--- src/rtl/btpg_pkg.sv ---
// Shared types and constants for the bench tooth pattern generator.
`default_nettype none

package btpg_pkg;

   localparam int CsrAddrBits = 5;

   localparam logic OP_ARM  = 1'b0;
   localparam logic OP_TICK = 1'b1;

   localparam logic [1:0] MODE_ITER  = 2'd0;
   localparam logic [1:0] MODE_TOOTH = 2'd1;

   localparam logic [2:0] REG_PATTERN_MODE     = 3'd0;
   localparam logic [2:0] REG_EVENTS_PER_CYCLE = 3'd1;
   localparam logic [2:0] REG_FIXED_PERIOD     = 3'd2;
   localparam logic [2:0] REG_CYCLE_COUNT      = 3'd3;
   localparam logic [2:0] REG_MISSING_TEETH    = 3'd4;
   localparam logic [2:0] REG_TOOTH_DELAY      = 3'd5;

   typedef struct packed {
      logic [1:0]  pattern_mode;
      logic [7:0]  events_per_cycle;
      logic [15:0] fixed_period;
      logic [15:0] cycle_count;
      logic [7:0]  missing_teeth;
      logic [15:0] tooth_delay;
   } cfg_type;

   typedef struct packed {
      logic [7:0]  event_counter;
      logic [15:0] cycles_left;
      logic        running;
   } state_type;

   typedef struct packed {
      logic        opcode;
      logic [15:0] edge_time;
      logic [15:0] live_period;
   } req_type;

   typedef struct packed {
      logic [15:0] cam_width;
      logic [15:0] cam_wait;
      logic        cam_fire;
      logic [15:0] tooth_width;
      logic [15:0] tooth_wait;
      logic        tooth_fire;
      logic        run_active;
      logic [7:0]  event_index;
      logic [15:0] next_compare;
   } rsp_type;

endpackage

`default_nettype wire

// rtl/my_tooth_pattern_generator.sv
// Top level of the bench tooth pattern generator.
//
// Transactions enter on the req_ stream: tuser carries the opcode (arm or
// compare-match tick) and tdata carries the edge time and the live period.
// Every transaction produces exactly one result transaction on the rsp_
// stream, in order. An arm clears the event counter, loads the cycle count
// and starts a run; each tick during a run advances the pattern and returns
// the next compare time and any crank tooth or cam pulse to schedule, or ends it.
// The transaction is held in an input register, the run state and the result
// are worked out combinationally, and the result lands in an output register:
// a result is offered once its transaction has passed the input register and
// the output register, and one transaction per cycle is sustained while the
// receiver does not stall. When the receiver stalls, the output
// register holds its result and the input register fills; req_tready then
// drops until the output register is taken. Reset empties both registers,
// stops the run and loads the registers of the csr_ port with their defaults.
// The user must write configuration through the csr_ port only while no
// transaction is in flight; the block itself does not enforce this.
`default_nettype none

module my_tooth_pattern_generator #(
   parameter int TIMER_BITS = 16
) (
   input  wire logic                            clock,
   input  wire logic                            reset,
   input  wire logic                            req_tvalid,
   output logic                                 req_tready,
   // tdata: edge_time [15:0], live_period [31:16]
   input  wire logic [31:0]                     req_tdata,
   // tuser: opcode [0]
   input  wire logic                            req_tuser,
   output logic                                 rsp_tvalid,
   input  wire logic                            rsp_tready,
   // tdata: next_compare [15:0], event_index [23:16], run_active [24],
   // tooth_fire [25], tooth_wait [41:26], tooth_width [57:42], cam_fire [58],
   // cam_wait [74:59], cam_width [90:75], zero fill [95:91]
   output logic      [95:0]                     rsp_tdata,
   input  wire logic                            csr_psel,
   input  wire logic                            csr_penable,
   input  wire logic                            csr_pwrite,
   input  wire logic [btpg_pkg::CsrAddrBits-1:0] csr_paddr,
   input  wire logic [31:0]                     csr_pwdata,
   output logic      [31:0]                     csr_prdata,
   output logic                                 csr_pready
);
   import btpg_pkg::*;

   cfg_type   cfg;
   req_type   req_ff;
   logic      req_valid_ff;
   state_type state_ff;
   state_type state_in;
   rsp_type   rsp_ff;
   rsp_type   rsp_in;
   logic      rsp_valid_ff;
   logic      advance;

   btpg_csr u_csr (
      .clock       (clock),
      .reset       (reset),
      .csr_psel    (csr_psel),
      .csr_penable (csr_penable),
      .csr_pwrite  (csr_pwrite),
      .csr_paddr   (csr_paddr),
      .csr_pwdata  (csr_pwdata),
      .csr_prdata  (csr_prdata),
      .csr_pready  (csr_pready),
      .cfg         (cfg)
   );

   btpg_core #(
      .TIMER_BITS (TIMER_BITS)
   ) u_core (
      .cfg        (cfg),
      .state      (state_ff),
      .req        (req_ff),
      .state_next (state_in),
      .rsp        (rsp_in)
   );

   assign advance    = req_valid_ff && (!rsp_valid_ff || rsp_tready);
   assign req_tready = !req_valid_ff || advance;
   assign rsp_tvalid = rsp_valid_ff;
   assign rsp_tdata  = {5'd0, rsp_ff};

   always_ff @(posedge clock) begin
      if (reset) begin
         req_valid_ff <= 1'b0;
         rsp_valid_ff <= 1'b0;
         state_ff     <= '0;
      end else begin
         if (req_tready) begin
            req_valid_ff <= req_tvalid;
         end
         if (advance) begin
            rsp_valid_ff <= 1'b1;
            state_ff     <= state_in;
         end else if (rsp_tready) begin
            rsp_valid_ff <= 1'b0;
         end
      end
   end

   always_ff @(posedge clock) begin
      if (req_tready && req_tvalid) begin
         req_ff.opcode      <= req_tuser;
         req_ff.edge_time   <= req_tdata[15:0];
         req_ff.live_period <= req_tdata[31:16];
      end
      if (advance) begin
         rsp_ff <= rsp_in;
      end
   end

`ifndef NO_ASSERTIONS
   a_state_holds : assert property (@(posedge clock) disable iff (reset)
      !advance |=> $stable(state_ff))
      else $error("run state changed without a transaction");

   a_arm_result : assert property (@(posedge clock) disable iff (reset)
      advance && req_ff.opcode == OP_ARM |=>
         rsp_tvalid && rsp_ff.run_active && rsp_ff.event_index == 8'd0 && state_ff.running)
      else $error("arm did not start a run");

   a_idle_tick : assert property (@(posedge clock) disable iff (reset)
      advance && req_ff.opcode == OP_TICK && !state_ff.running |=>
         !rsp_ff.run_active && !state_ff.running && !rsp_ff.tooth_fire && !rsp_ff.cam_fire)
      else $error("tick while idle produced activity");

   a_quiet_pulses : assert property (@(posedge clock) disable iff (reset)
      rsp_tvalid |->
         (rsp_ff.tooth_fire || (rsp_ff.tooth_wait == 16'd0 && rsp_ff.tooth_width == 16'd0)) &&
         (rsp_ff.cam_fire || (rsp_ff.cam_wait == 16'd0 && rsp_ff.cam_width == 16'd0)))
      else $error("pulse fields set without a pulse");

   a_stopped_result : assert property (@(posedge clock) disable iff (reset)
      advance && !state_in.running |=> !rsp_ff.run_active)
      else $error("result claims an active run after it stopped");
`endif

endmodule

`default_nettype wire

--- src/rtl/btpg_csr.sv ---
// Configuration register file with its APB-style access port.
`default_nettype none

module btpg_csr (
   input  wire logic                            clock,
   input  wire logic                            reset,
   input  wire logic                            csr_psel,
   input  wire logic                            csr_penable,
   input  wire logic                            csr_pwrite,
   input  wire logic [btpg_pkg::CsrAddrBits-1:0] csr_paddr,
   input  wire logic [31:0]                     csr_pwdata,
   output logic      [31:0]                     csr_prdata,
   output logic                                 csr_pready,
   output btpg_pkg::cfg_type                    cfg
);
   import btpg_pkg::*;

   cfg_type     cfg_ff;
   cfg_type     cfg_in;
   logic [2:0]  reg_index;
   logic        write_en;

   assign csr_pready = 1'b1;
   assign reg_index  = csr_paddr[4:2];
   assign write_en   = csr_psel && csr_penable && csr_pwrite && csr_pready;
   assign cfg        = cfg_ff;

   always_comb begin
      cfg_in = cfg_ff;
      if (write_en) begin
         unique case (reg_index)
            REG_PATTERN_MODE:     cfg_in.pattern_mode     = csr_pwdata[1:0];
            REG_EVENTS_PER_CYCLE: cfg_in.events_per_cycle = csr_pwdata[7:0];
            REG_FIXED_PERIOD:     cfg_in.fixed_period     = csr_pwdata[15:0];
            REG_CYCLE_COUNT:      cfg_in.cycle_count      = csr_pwdata[15:0];
            REG_MISSING_TEETH:    cfg_in.missing_teeth    = csr_pwdata[7:0];
            REG_TOOTH_DELAY:      cfg_in.tooth_delay      = csr_pwdata[15:0];
            default:              cfg_in = cfg_ff;
         endcase
      end
   end

   always_comb begin
      unique case (reg_index)
         REG_PATTERN_MODE:     csr_prdata = {30'd0, cfg_ff.pattern_mode};
         REG_EVENTS_PER_CYCLE: csr_prdata = {24'd0, cfg_ff.events_per_cycle};
         REG_FIXED_PERIOD:     csr_prdata = {16'd0, cfg_ff.fixed_period};
         REG_CYCLE_COUNT:      csr_prdata = {16'd0, cfg_ff.cycle_count};
         REG_MISSING_TEETH:    csr_prdata = {24'd0, cfg_ff.missing_teeth};
         REG_TOOTH_DELAY:      csr_prdata = {16'd0, cfg_ff.tooth_delay};
         default:              csr_prdata = 32'd0;
      endcase
   end

   always_ff @(posedge clock) begin
      if (reset) begin
         cfg_ff.pattern_mode     <= MODE_ITER;
         cfg_ff.events_per_cycle <= 8'd24;
         cfg_ff.fixed_period     <= 16'd1000;
         cfg_ff.cycle_count      <= 16'd1;
         cfg_ff.missing_teeth    <= 8'd1;
         cfg_ff.tooth_delay      <= 16'd66;
      end else begin
         cfg_ff <= cfg_in;
      end
   end

endmodule

`default_nettype wire

--- src/rtl/btpg_core.sv ---
// Per-transaction logic: next run state and the result fields.
`default_nettype none

module btpg_core #(
   parameter int TIMER_BITS = 16
) (
   input  wire btpg_pkg::cfg_type   cfg,
   input  wire btpg_pkg::state_type state,
   input  wire btpg_pkg::req_type   req,
   output btpg_pkg::state_type      state_next,
   output btpg_pkg::rsp_type        rsp
);
   import btpg_pkg::*;

   localparam logic [15:0] TimerMask =
      (TIMER_BITS >= 16) ? 16'hFFFF : 16'((33'd1 << TIMER_BITS) - 33'd1);

   logic [15:0] period;
   logic [15:0] sum;
   logic [7:0]  count_inc;
   logic        cycle_wrap;
   logic [7:0]  count_next;
   logic [15:0] cycles_dec;
   logic [7:0]  half;
   logic [7:0]  pos;
   logic [14:0] single;
   logic [23:0] wide;
   logic        before_gap;
   logic [13:0] quarter;

   always_comb begin
      period     = (cfg.pattern_mode == MODE_ITER) ? cfg.fixed_period : req.live_period;
      sum        = req.edge_time + period;
      count_inc  = state.event_counter + 8'd1;
      cycle_wrap = (count_inc == cfg.events_per_cycle);
      count_next = cycle_wrap ? 8'd0 : count_inc;
      cycles_dec = cycle_wrap ? state.cycles_left - 16'd1 : state.cycles_left;
      half       = {1'b0, cfg.events_per_cycle[7:1]};
      pos        = (count_next >= half) ? count_next - half : count_next;
      single     = req.live_period[15:1];
      wide       = 24'(single) * 24'({1'b0, cfg.missing_teeth} + 9'd1);
      before_gap = ((half != 8'd0) && (count_next == half - 8'd1)) ||
                   ((cfg.events_per_cycle != 8'd0) &&
                    (count_next == cfg.events_per_cycle - 8'd1));
      quarter    = req.live_period[15:2];

      state_next           = state;
      rsp                  = '0;
      rsp.next_compare     = req.edge_time & TimerMask;
      rsp.event_index      = state.event_counter;

      if (req.opcode == OP_ARM) begin
         state_next.event_counter = 8'd0;
         state_next.cycles_left   = cfg.cycle_count;
         state_next.running       = 1'b1;
         rsp.event_index          = 8'd0;
         rsp.run_active           = 1'b1;
         if (cfg.pattern_mode == MODE_ITER || cfg.pattern_mode == MODE_TOOTH) begin
            rsp.next_compare = sum & TimerMask;
         end
      end else if (!state.running) begin
         rsp.run_active = 1'b0;
      end else if (cfg.pattern_mode != MODE_ITER && cfg.pattern_mode != MODE_TOOTH) begin
         state_next.running = 1'b0;
      end else if (cycle_wrap && cycles_dec == 16'd0) begin
         state_next.event_counter = 8'd0;
         state_next.cycles_left   = cycles_dec;
         state_next.running       = 1'b0;
         rsp.event_index          = 8'd0;
      end else begin
         state_next.event_counter = count_next;
         state_next.cycles_left   = cycles_dec;
         rsp.next_compare         = sum & TimerMask;
         rsp.event_index          = count_next;
         rsp.run_active           = 1'b1;
         if (cfg.pattern_mode == MODE_TOOTH) begin
            if (count_next == 8'd0) begin
               rsp.cam_fire  = 1'b1;
               rsp.cam_wait  = {2'b0, quarter} + {1'b0, quarter, 1'b0};
               rsp.cam_width = req.live_period;
            end
            if (pos >= cfg.missing_teeth) begin
               rsp.tooth_fire  = 1'b1;
               rsp.tooth_wait  = cfg.tooth_delay;
               rsp.tooth_width = {1'b0, single};
               if (before_gap) begin
                  rsp.tooth_width = (wide > 24'd65535) ? 16'hFFFF : wide[15:0];
               end
            end
         end
      end
   end

endmodule

`default_nettype wire
--- config.mk ---
export PLATFORM = sky130hd
export DESIGN_NAME = my_tooth_pattern_generator
export DESIGN_NICKNAME = d
export VERILOG_FILES = /design/src/rtl/btpg_pkg.sv /design/src/rtl/my_tooth_pattern_generator.sv /design/src/rtl/btpg_csr.sv /design/src/rtl/btpg_core.sv
export SDC_FILE = /design/constraint.sdc
export NUM_CORES = 1
export LEC_CHECK = 0
export ABC_AREA = 1
export BUFFER_PORTS_ARGS = -buffer_cell sky130_fd_sc_hd__clkbuf_2
export CORE_MARGIN = 10
export CORE_UTILIZATION = 45
export CTS_BUF_LIST = sky130_fd_sc_hd__clkbuf_4
export CTS_CLUSTER_DIAMETER = 40
export DETAILED_ROUTE_END_ITERATION = 16
export GPL_TIMING_DRIVEN = 0
export HOLD_SLACK_MARGIN = 0.08
export SYNTH_ARGS = -nofsm -noshare
export SYNTH_HDL_FRONTEND = slang
export SYNTH_SLANG_ARGS = --single-unit
--- constraint.sdc ---
create_clock -name clock -period 10.6 [get_ports clock]
set_input_delay 1.06 -clock clock [delete_from_list [all_inputs] [get_ports clock]]
set_output_delay 1.06 -clock clock [all_outputs]
set_load 0.02 [all_outputs]
==> results of run 1 <==
## area by class of cell
| cell class | instances | area (um^2) |
|---|---|---|
| repair buffers | 167 | 858 |
| clock buffers | 99 | 743 |
| multi-input cells | 1515 | 9460 |
| plain buffers | 89 | 470 |
| clock inverters | 15 | 86.3 |
| fillers | 3654 | 17500 |
| flip-flops and latches | 216 | 5560 |
| well taps | 468 | 586 |
| inverters | 301 | 1130 |
| diodes | 2 | 5.00 |
## metrics by stage
step	total power, mW	hold slack (ns)	util
after floorplan	1.21	0.444	-
after global placement	1.32	0.464	0.495
after detailed placement	1.33	0.466	0.496
after CTS	2.17	0.446	0.519
after global routing	2.27	0.446	0.519
final	2.15	0.477	0.519
## sequential cells by signal, summed over array words and instances (netlist names)
register and cells:
u_csr.cfg 66, state_ff 25, req_ff 33, req_valid_ff 1, rsp_tdata 90, rsp_tvalid 1
## cells in the mapped netlist, drive strengths merged (22+ instances only)
cell type and n:
o21ai 127, ha 94, nand4 22, dfxtp 93, nand3 150, fa 95, inv 293, nand2 416
edfxtp 123, xor2 47, nor2 270, a21oi 133, clkbuf 51, buf 38
## worst reg2reg max path: cells and delay by family (launching register included)
family	cells	cell delay (ns)
compound gates	2	0.52
fa+ha+maj	5	2.57
simple gates	17	2.46
buf+inv	6	1.33
flops	1	0.46
## where the power goes
group          internal (mW)  switching [mW]
clock network          0.449           0.387
logic                  0.123           0.245
registers              0.919          0.0269
total                   1.49           0.659
## cells by family (layout without fill, tap and decap cells)
group / after synthesis / count (layout) / synth area share
adders and majority gates: 189 / 189 / 0.186
xor gates and xnor gates: 68 / 68 / 0.0360
AOI/OAI and AO/OA: 340 / 340 / 0.115
and+or+nand+nor: 896 / 896 / 0.230
buffers and inverters: 390 / 671 / 0.0967
DFF: 216 / 216 / 0.336
other: 2 / 24 / 0.000454
## routing by layer
layer,part of all wire,vias to the layer above,wire length (um)
li1,-,7404,-
met1,0.44,7275,24400
met2,0.46,557,25300
met3,0.075,72,4100
met4,0.020,0,1080
met5,0,-,0
## path summary, 6_finish.rpt
path	from	to	cells after the start
worst min register to register	u_csr.cfg[15]$_SDFFE_PP0P_	u_csr.cfg[15]$_SDFFE_PP0P_	2
worst min-delay path	u_csr.cfg[15]$_SDFFE_PP0P_	u_csr.cfg[15]$_SDFFE_PP0P_	2
worst max-delay path	u_csr.cfg[16]$_SDFFE_PP1P_	rsp_tdata[55]$_SDFFCE_PP0P_	30
worst max register to register	u_csr.cfg[16]$_SDFFE_PP1P_	rsp_tdata[55]$_SDFFCE_PP0P_	30
==> flow_summary.yaml, run 1 <==
outcome:
  run_status: "completed"
detailed_routing:
  vias: 15300
  drt_drc_violations_left: 0
  final_antenna_net_count: 0
  firstDrtPassIters: 5
  routedWlPerCell_um: 19.1
  postRouteWirelength_mm: 54.9
  initialDrtViolationCount: 1013
  avgViaCountPerCell: 5.33
placement:
  dpl-instance-area_mm2: 0.0181
  detailed_place_hpwl_mm: 43.1
  pre_cts_slack_ns: 3.03
  gp_congestion: 0.929
  dp.cells: 2756
  io_buffer_count: 166
logic_synthesis:
  syn_inst: 2101
  syn-cell-area_mm2: 0.0165
  yosys.cell_types.count: 50
  number_of_enable_flip_flop_cells_after_synthesis: 123
  synth_top_cell_area_share: 0.223
  synth_largest_area_cell: "sky130_fd_sc_hd__edfxtp_1"
  synth.yosys.seq_area_share: 0.336
  postSynthRegisterBits: 216
  yosys_warnings: 0
  syn_area_per_cell_um2: 7.87
  yosys_most_used_dff: "sky130_fd_sc_hd__edfxtp_1"
  ys_top_cells_by_area: "sky130_fd_sc_hd__edfxtp_1 22%, sky130_fd_sc_hd__fa_1 11%, sky130_fd_sc_hd__dfxtp_1 11%"
  synth-async-reset-ratio: 0
sta:
  skew_ns: 0.0575
  fin_crit_sh: 0.718
  count_of_final_setup_violators: 0
  rsz0062_at_grt: "no"
  transition_at_the_pin_with_the_smallest_max_transition_slack_ns: 0.852
  final-hold-violation-count: 0
  drv_slew: 0
  slew-limit-headroom: 0.427
  fin_crit_ns: 7.61
  fmaxAchievable_mhz: 131
  totalNegativeSetupSlack_ns: 0
  final_critical_path_setup_slack_ns: 2.99
cts:
  worstSkewPairLatency_ns: 0.74
  postCtsHoldBufs: 0
  cts.htree.levels: 3
  postCtsSetupRepairBufs: 0
  clock-root-buffer: "sky130_fd_sc_hd__clkbuf_4"
  clock_sink_count: 216
  cts_tree: "done"
  clkSlewWorstSetupHoldPaths_ns: 0.06
  cts.path.max_buffers: 3
  cts_resized: 0
  cts_buffers: 67
cells_and_area:
  finish.cell_count_without_fillers: 2872
  nNetsFinal: 2623
  layout-drive-gt1-share: 0.142
  area_delta_synth_final_pct: 14.2
  postLayoutCellArea_mm2: 0.0189
  most-common-layout-cells: "411 x sky130_fd_sc_hd__nand2_1, 285 x sky130_fd_sc_hd__inv_1, 264 x sky130_fd_sc_hd__nor2_1"
  final_common_cell: "sky130_fd_sc_hd__nand2_1"
worst_setup_path:
  setup.worst_path.end_class: "register"
  crit_fanout: 10
  critPathMaxStageDelay_ns: 0.59
  cpMaxStageDelayCell: "sky130_fd_sc_hd__fa_1"
  critPathTopFamily: "adder cells"
  timing.critical_path.arrival_ns: 8.07
  crit_path_frequent_cell: "sky130_fd_sc_hd__nand2_1"
  critPathKind: "reg2reg"
  setup.worst_path.start_class: "register"
  r2r_setup_slack_ns: 2.99
  crit_buf_inv: 6
  cp.required_ns: 11.06
global_route:
  use_met2: 0.388
  pin_count_of_the_biggest_net_entering_global_routing: 68
  grt.met1_usage: 0.324
  met3_track_demand_over_resource: 0.0482
  groute.usage.overall: 0.243
  grt_overflow: 0
  globalRoute.busiestLayer: "met2"
  via_count_of_the_first_global_routing_pass: 15000
  grt_first_pass_wirelength_mm: 84.6
  grt_antenna_before_repair: 3
run:
  reported_max_cap_violation_count: 0
floorplan:
  io_count: 208
  floorplan.initialDensity: 0.454
  die_area_mm2: 0.0448
  row_count: 70
  design.core.area_mm2: 0.0364
  die_height_um: 212
  die-width_um: 212
pwr:
  powerDensity_mw_per_mm2: 114
  power.leakage_nw: 9.07
  vdd_ir_drop_max_mv: 0.0632
worst_hold_path:
  min_path_type: "reg2reg"
Power figures use the tool's default switching activity.
==> run 2, diff against run 1 <==
==> constraint.sdc (replaced) <==
create_clock -name clock -period 7.4 [get_ports clock]
set_input_delay 0.74 -clock clock [delete_from_list [all_inputs] [get_ports clock]]
set_output_delay 0.74 -clock clock [all_outputs]
set_load 0.02 [all_outputs]
==> run 2 against run 1 <==
Design area grew 0.13%. Critical path depth is the same. Combinational power grew 43%. First-iteration DRC count grew 7.1%. Clock power grew 44%. Via count shrank 0.32%. Hold slack lost 0.28 ns. Final cell count is the same. Sequential share of layout area is essentially flat. Sequential cell count is the same. Largest power group unchanged. Setup slack lost 2.5 ns. Die area is the same.
==> flow_summary.yaml, run 2 (synthesized netlist as in run 1, its figures left out) <==
global_route:
  groute.usage.overall: 0.243
  pin_count_of_the_biggest_net_entering_global_routing: 68
  via_count_of_the_first_global_routing_pass: 15000
  grt_first_pass_wirelength_mm: 84.6
  grt_antenna_before_repair: 3
  grt_overflow: 0
sta:
  slew-limit-headroom: 0.435
  drv_slew: 0
  fin_crit_ns: 6.91
  transition_at_the_pin_with_the_smallest_max_transition_slack_ns: 0.841
  skew_ns: 0.0552
  rsz0062_at_grt: "no"
  fin_crit_sh: 0.934
  count_of_final_setup_violators: 0
  fmaxAchievable_mhz: 145
  final-hold-violation-count: 0
  totalNegativeSetupSlack_ns: 0
pwr:
  vdd_ir_drop_max_mv: 0.0905
  clockPowerShare: 0.389
  internal_power_of_the_cells_mw: 2.14
  power_switching_share: 0.307
  net-switching-power_mw: 0.945
  powerDensity_mw_per_mm2: 163
  power.combinational.fraction: 0.171
  share_seq_of_total_power: 0.440
  power.leakage_nw: 9.09
cells_and_area:
  layout-drive-gt1-share: 0.146
  nNetsFinal: 2623
  utilization: 0.519
  area_delta_synth_final_pct: 14.4
  most-common-layout-cells: "410 x sky130_fd_sc_hd__nand2_1, 284 x sky130_fd_sc_hd__inv_1, 262 x sky130_fd_sc_hd__nor2_1"
  largest_register_ffs: 90
  final_common_cell: "sky130_fd_sc_hd__nand2_1"
worst_setup_path:
  timing.critical_path.arrival_ns: 7.37
  setup.worst_path.start_class: "register"
  crit_fanout: 10
  critPathMaxStageDelay_ns: 0.59
  crit_path_frequent_cell: "sky130_fd_sc_hd__nand2_1"
  r2r_setup_slack_ns: 0.49
  cpMaxStageDelayCell: "sky130_fd_sc_hd__fa_1"
  critical_path.reg2reg.startpoint: "u_csr.cfg[16]$_SDFFE_PP1P_"
  reg2regPathDepth: 30
  cp.required_ns: 7.85
  endpoint_of_the_lowest_slack_register_to_register_path: "rsp_tdata[55]$_SDFFCE_PP0P_"
  setup.worst_path.end_class: "register"
  critPathKind: "reg2reg"
detailed_routing:
  routedWlPerCell_um: 19.1
  initialDrtViolationCount: 1085
  vias: 15300
  drt_drc_violations_left: 0
  firstDrtPassIters: 6
  postRouteWirelength_mm: 54.9
  final_antenna_net_count: 0
  avgViaCountPerCell: 5.31
floorplan:
  die_height_um: 212
  die-width_um: 212
  floorplan.initialDensity: 0.454
  die_area_mm2: 0.0448
  row_count: 70
  design.core.area_mm2: 0.0364
  io_count: 208
cts:
  cts.htree.levels: 3
  cts_buffers: 67
  clock_sink_count: 216
  clock-root-buffer: "sky130_fd_sc_hd__clkbuf_4"
  postCtsSetupRepairBufs: 0
  cts.path.max_buffers: 3
  postCtsHoldBufs: 0
  worstSkewPairLatency_ns: 0.74
  clkSlewWorstSetupHoldPaths_ns: 0.06
  cts_tree: "done"
worst_hold_path:
  timing.hold.worst_endpoint: "req_ff[6]$_DFFE_PP_"
  min_delay_path_depth: 1
  min_from: "req_tdata[22]"
  min_path_type: "in2reg"
placement:
  detailed_place_hpwl_mm: 43.1
  gp_congestion: 0.929
  io_buffer_count: 166
run:
  reported_max_cap_violation_count: 0
outcome:
  run_status: "completed"
run 2: cell types whose count changed in the layout (fill, tap and decap cells not counted), moves of 2 or more:
| cell | change |
|---|---|
| sky130_fd_sc_hd__clkbuf_1 | -3 |
| sky130_fd_sc_hd__clkbuf_2 | +3 |
| sky130_fd_sc_hd__nor2_1 | -2 |
| sky130_fd_sc_hd__o21ai_0 | -2 |
| sky130_fd_sc_hd__o21ai_1 | +2 |
run 2: how the worst max path moves through the flow:
stage	startpoint	end	slack, ns	depth (start not counted)
4_1_cts	u_csr.cfg[16]$_SDFFE_PP1P_	rsp_tdata[56]$_SDFFCE_PP0P_	0.03	31
2_1_floorplan	u_csr.cfg[16]$_SDFFE_PP1P_	rsp_tdata[42]$_SDFFCE_PP0P_	1.36	31
3_5_place_dp	u_csr.cfg[16]$_SDFFE_PP1P_	rsp_tdata[55]$_SDFFCE_PP0P_	-0.17	30
6_report	u_csr.cfg[16]$_SDFFE_PP1P_	rsp_tdata[55]$_SDFFCE_PP0P_	0.49	30
5_1_grt	u_csr.cfg[16]$_SDFFE_PP1P_	rsp_tdata[42]$_SDFFCE_PP0P_	0.10	31
3_3_place_gp	u_csr.cfg[16]$_SDFFE_PP1P_	rsp_tdata[54]$_SDFFCE_PP0P_	-0.15	27
run 2: area by class of cell:
cell class,instances,area [um^2]
multi-input combinational,1515,9480
inverter,301,1130
buffer,89,474
clock buffer,99,743
timing repair buffer,167,858
sequential,216,5560
fill,3656,17500
antenna,2,5.00
clock inverter,15,86.3
tap,468,586
run 2: per-stage QoR:
stage	setup slack (ns)	power [mW]	cell area (um^2)	std cells	hold slack, ns
after floorplan	1.36	1.73	16600	2121	0.444
after detailed placement	-0.172	1.90	18100	2756	0.466
after CTS	0.0345	3.11	18900	2870	0.126
after global placement	-0.148	1.90	18000	2755	0.464
final	0.487	3.08	18900	2872	0.196
after global routing	0.105	3.25	18900	2872	0.126
run 2: worst max-delay path: cells and delay by family, from the launching register on:
kind | cells | cell delay (ns)
buf+inv | 7 | 0.97
compound gates | 2 | 0.40
fa+ha+maj | 6 | 2.75
flops | 1 | 0.40
simple gates | 15 | 2.11
run 2: power groups by stage:
stage	Clock, mW	Combinational [mW]	Sequential [mW]
3_5_place_dp	0	0.521	1.38
3_3_place_gp	0	0.514	1.38
4_1_cts	1.23	0.525	1.35
6_report	1.20	0.528	1.35
5_1_grt	1.30	0.591	1.36
2_1_floorplan	0	0.335	1.39
run 2: metal layers:
layer / track usage / vias to the layer above / share of wire / wire length [um]
met1: 0.324 / 7239 / 0.44 / 24300
li1: - / 7395 / - / -
met4: 0.0741 / 0 / 0.020 / 1090
met2: 0.388 / 549 / 0.46 / 25300
met3: 0.0482 / 76 / 0.076 / 4180
met5: 0 / - / 0 / 0
run 2: what timing repair did:
action / 4_1_cts / 5_1_grt
setup endpoints to repair: 10 / 16
gates cloned: 0 / 0
resized for setup: 2 / 13
hold endpoints to repair: 0 / 0
==> run 3, diff against run 2 <==
--- a/config.mk
+++ b/config.mk
@@ -14,6 +14,7 @@
 export DETAILED_ROUTE_END_ITERATION = 16
 export GPL_TIMING_DRIVEN = 0
 export HOLD_SLACK_MARGIN = 0.08
+export PLACE_DENSITY = 0.75
 export SYNTH_ARGS = -nofsm -noshare
 export SYNTH_HDL_FRONTEND = slang
 export SYNTH_SLANG_ARGS = --single-unit
==> run 3 against run 2 <==
Die area stayed put. Design area is 0.25% lower. Total power is 2.1% lower. Hold slack worse by 0.044 ns. Critical path type unchanged. Largest power group unchanged. Highest routed layer unchanged.
==> flow_summary.yaml, run 3 (synthesized netlist as in run 1, its figures left out) <==
worst_setup_path:
  crit_fanout: 10
  crit_path_frequent_cell: "sky130_fd_sc_hd__nand2_1"
  cp.required_ns: 7.91
  setup.worst_path.end_class: "register"
  endpoint_of_the_lowest_slack_register_to_register_path: "rsp_tdata[54]$_SDFFCE_PP0P_"
  cpMaxStageDelayCell: "sky130_fd_sc_hd__fa_1"
  critPathMaxStageDelay_ns: 0.55
  critical_path.reg2reg.startpoint: "u_csr.cfg[16]$_SDFFE_PP1P_"
  timing.critical_path.arrival_ns: 7.54
  reg2regPathDepth: 31
  setup.worst_path.start_class: "register"
  critPathKind: "reg2reg"
  r2r_setup_slack_ns: 0.38
cells_and_area:
  utilization: 0.518
  most-common-layout-cells: "410 x sky130_fd_sc_hd__nand2_1, 285 x sky130_fd_sc_hd__inv_1, 262 x sky130_fd_sc_hd__nor2_1"
  area_delta_synth_final_pct: 14.1
  final_common_cell: "sky130_fd_sc_hd__nand2_1"
  finish.cell_count_without_fillers: 2866
  postLayoutCellArea_mm2: 0.0189
  nNetsFinal: 2614
  layout-drive-gt1-share: 0.137
  largest_register_ffs: 90
detailed_routing:
  vias: 15700
  avgViaCountPerCell: 5.47
  postRouteWirelength_mm: 52.8
  firstDrtPassIters: 9
  drt_drc_violations_left: 0
  final_antenna_net_count: 0
  routedWlPerCell_um: 18.4
  initialDrtViolationCount: 1608
placement:
  gp_congestion: 0.992
  detailed_place_hpwl_mm: 41.5
  pre_cts_slack_ns: -0.00634
  io_buffer_count: 166
  dpl-instance-area_mm2: 0.0181
  dp.cells: 2756
floorplan:
  die-width_um: 212
  design.core.area_mm2: 0.0364
  floorplan.initialDensity: 0.454
  io_count: 208
  row_count: 70
  die_area_mm2: 0.0448
  die_height_um: 212
sta:
  transition_at_the_pin_with_the_smallest_max_transition_slack_ns: 0.809
  totalNegativeSetupSlack_ns: 0
  count_of_final_setup_violators: 0
  rsz0062_at_grt: "no"
  slew-limit-headroom: 0.457
  hold-worst-slack_ns: 0.152
  fin_crit_ns: 7.02
  fmaxAchievable_mhz: 142
  final_critical_path_setup_slack_ns: 0.376
  fin_crit_sh: 0.949
  skew_ns: 0.0452
  final-hold-violation-count: 0
  drv_slew: 0
pwr:
  power.combinational.fraction: 0.177
  powerDensity_mw_per_mm2: 160
  power.leakage_nw: 9.03
  clockPowerShare: 0.374
  share_seq_of_total_power: 0.448
  net-switching-power_mw: 0.931
  power_mw: 3.02
  internal_power_of_the_cells_mw: 2.09
  power_switching_share: 0.308
  vdd_ir_drop_max_mv: 0.101
global_route:
  via_count_of_the_first_global_routing_pass: 15200
  grt_antenna_before_repair: 4
  groute.usage.overall: 0.230
  pin_count_of_the_biggest_net_entering_global_routing: 49
  grt_first_pass_wirelength_mm: 81.7
  grt_overflow: 0
cts:
  clock-root-buffer: "sky130_fd_sc_hd__clkbuf_4"
  clock_sink_count: 216
  cts.htree.levels: 2
  clkSlewWorstSetupHoldPaths_ns: 0.07
  postCtsHoldBufs: 0
  postCtsSetupRepairBufs: 0
  cts_tree: "done"
  worstSkewPairLatency_ns: 0.76
  cts.path.max_buffers: 3
  cts_buffers: 58
run:
  reported_max_cap_violation_count: 0
outcome:
  run_status: "completed"
worst_hold_path:
  min_delay_path_depth: 1
  min_path_type: "in2reg"
  timing.hold.worst_endpoint: "req_ff[14]$_DFFE_PP_"
  min_from: "req_tdata[30]"
## run 3: worst max path at each step
stage | start | endpoint | cells after the start
2_1_floorplan | u_csr.cfg[16]$_SDFFE_PP1P_ | rsp_tdata[42]$_SDFFCE_PP0P_ | 31
3_3_place_gp | u_csr.cfg[16]$_SDFFE_PP1P_ | rsp_tdata[55]$_SDFFCE_PP0P_ | 30
3_5_place_dp | u_csr.cfg[16]$_SDFFE_PP1P_ | rsp_tdata[54]$_SDFFCE_PP0P_ | 30
4_1_cts | u_csr.cfg[16]$_SDFFE_PP1P_ | rsp_tdata[54]$_SDFFCE_PP0P_ | 31
5_1_grt | u_csr.cfg[16]$_SDFFE_PP1P_ | rsp_tdata[56]$_SDFFCE_PP0P_ | 31
6_report | u_csr.cfg[16]$_SDFFE_PP1P_ | rsp_tdata[54]$_SDFFCE_PP0P_ | 31
## run 3: layer usage
layer | track usage | wire (um)
met4 | 0.0932 | 1790
met2 | 0.374 | 24700
met1 | 0.294 | 21200
met3 | 0.0461 | 5070
met5 | 0 | 0
## run 3: area by class of cell
| cell class | count | area, um^2 |
|---|---|---|
| Clock buffer | 84 | 631 |
| Tap cell | 468 | 586 |
| Antenna cell | 3 | 7.51 |
| Clock inverter | 23 | 153 |
| Timing Repair Buffer | 167 | 858 |
| Sequential cell | 216 | 5560 |
| Multi-Input combinational cell | 1515 | 9480 |
| Fill cell | 3524 | 17600 |
| Inverter | 301 | 1130 |
| Buffer | 89 | 474 |
## run 3: critical path, delay by kind of cell, from the launching register on
family | cells | cell delay (ns)
fa+ha+maj | 5 | 2.47
simple gates | 13 | 1.77
buf+inv | 7 | 1.07
compound gates | 5 | 0.83
flops | 1 | 0.48
xor+xnor | 1 | 0.14
## run 3: power groups by stage
stage | sequential (mW) | combinational [mW] | clock, mW
after floorplan | 1.39 | 0.335 | 0
after global placement | 1.38 | 0.510 | 0
after detailed placement | 1.38 | 0.522 | 0
after CTS | 1.35 | 0.526 | 1.15
after global routing | 1.36 | 0.592 | 1.22
final | 1.35 | 0.535 | 1.13
## run 3: repair_timing
action	CTS	global route
gates resized for setup	1	10
endpoints found under the setup margin	6	12
endpoints found under the hold margin	0	0
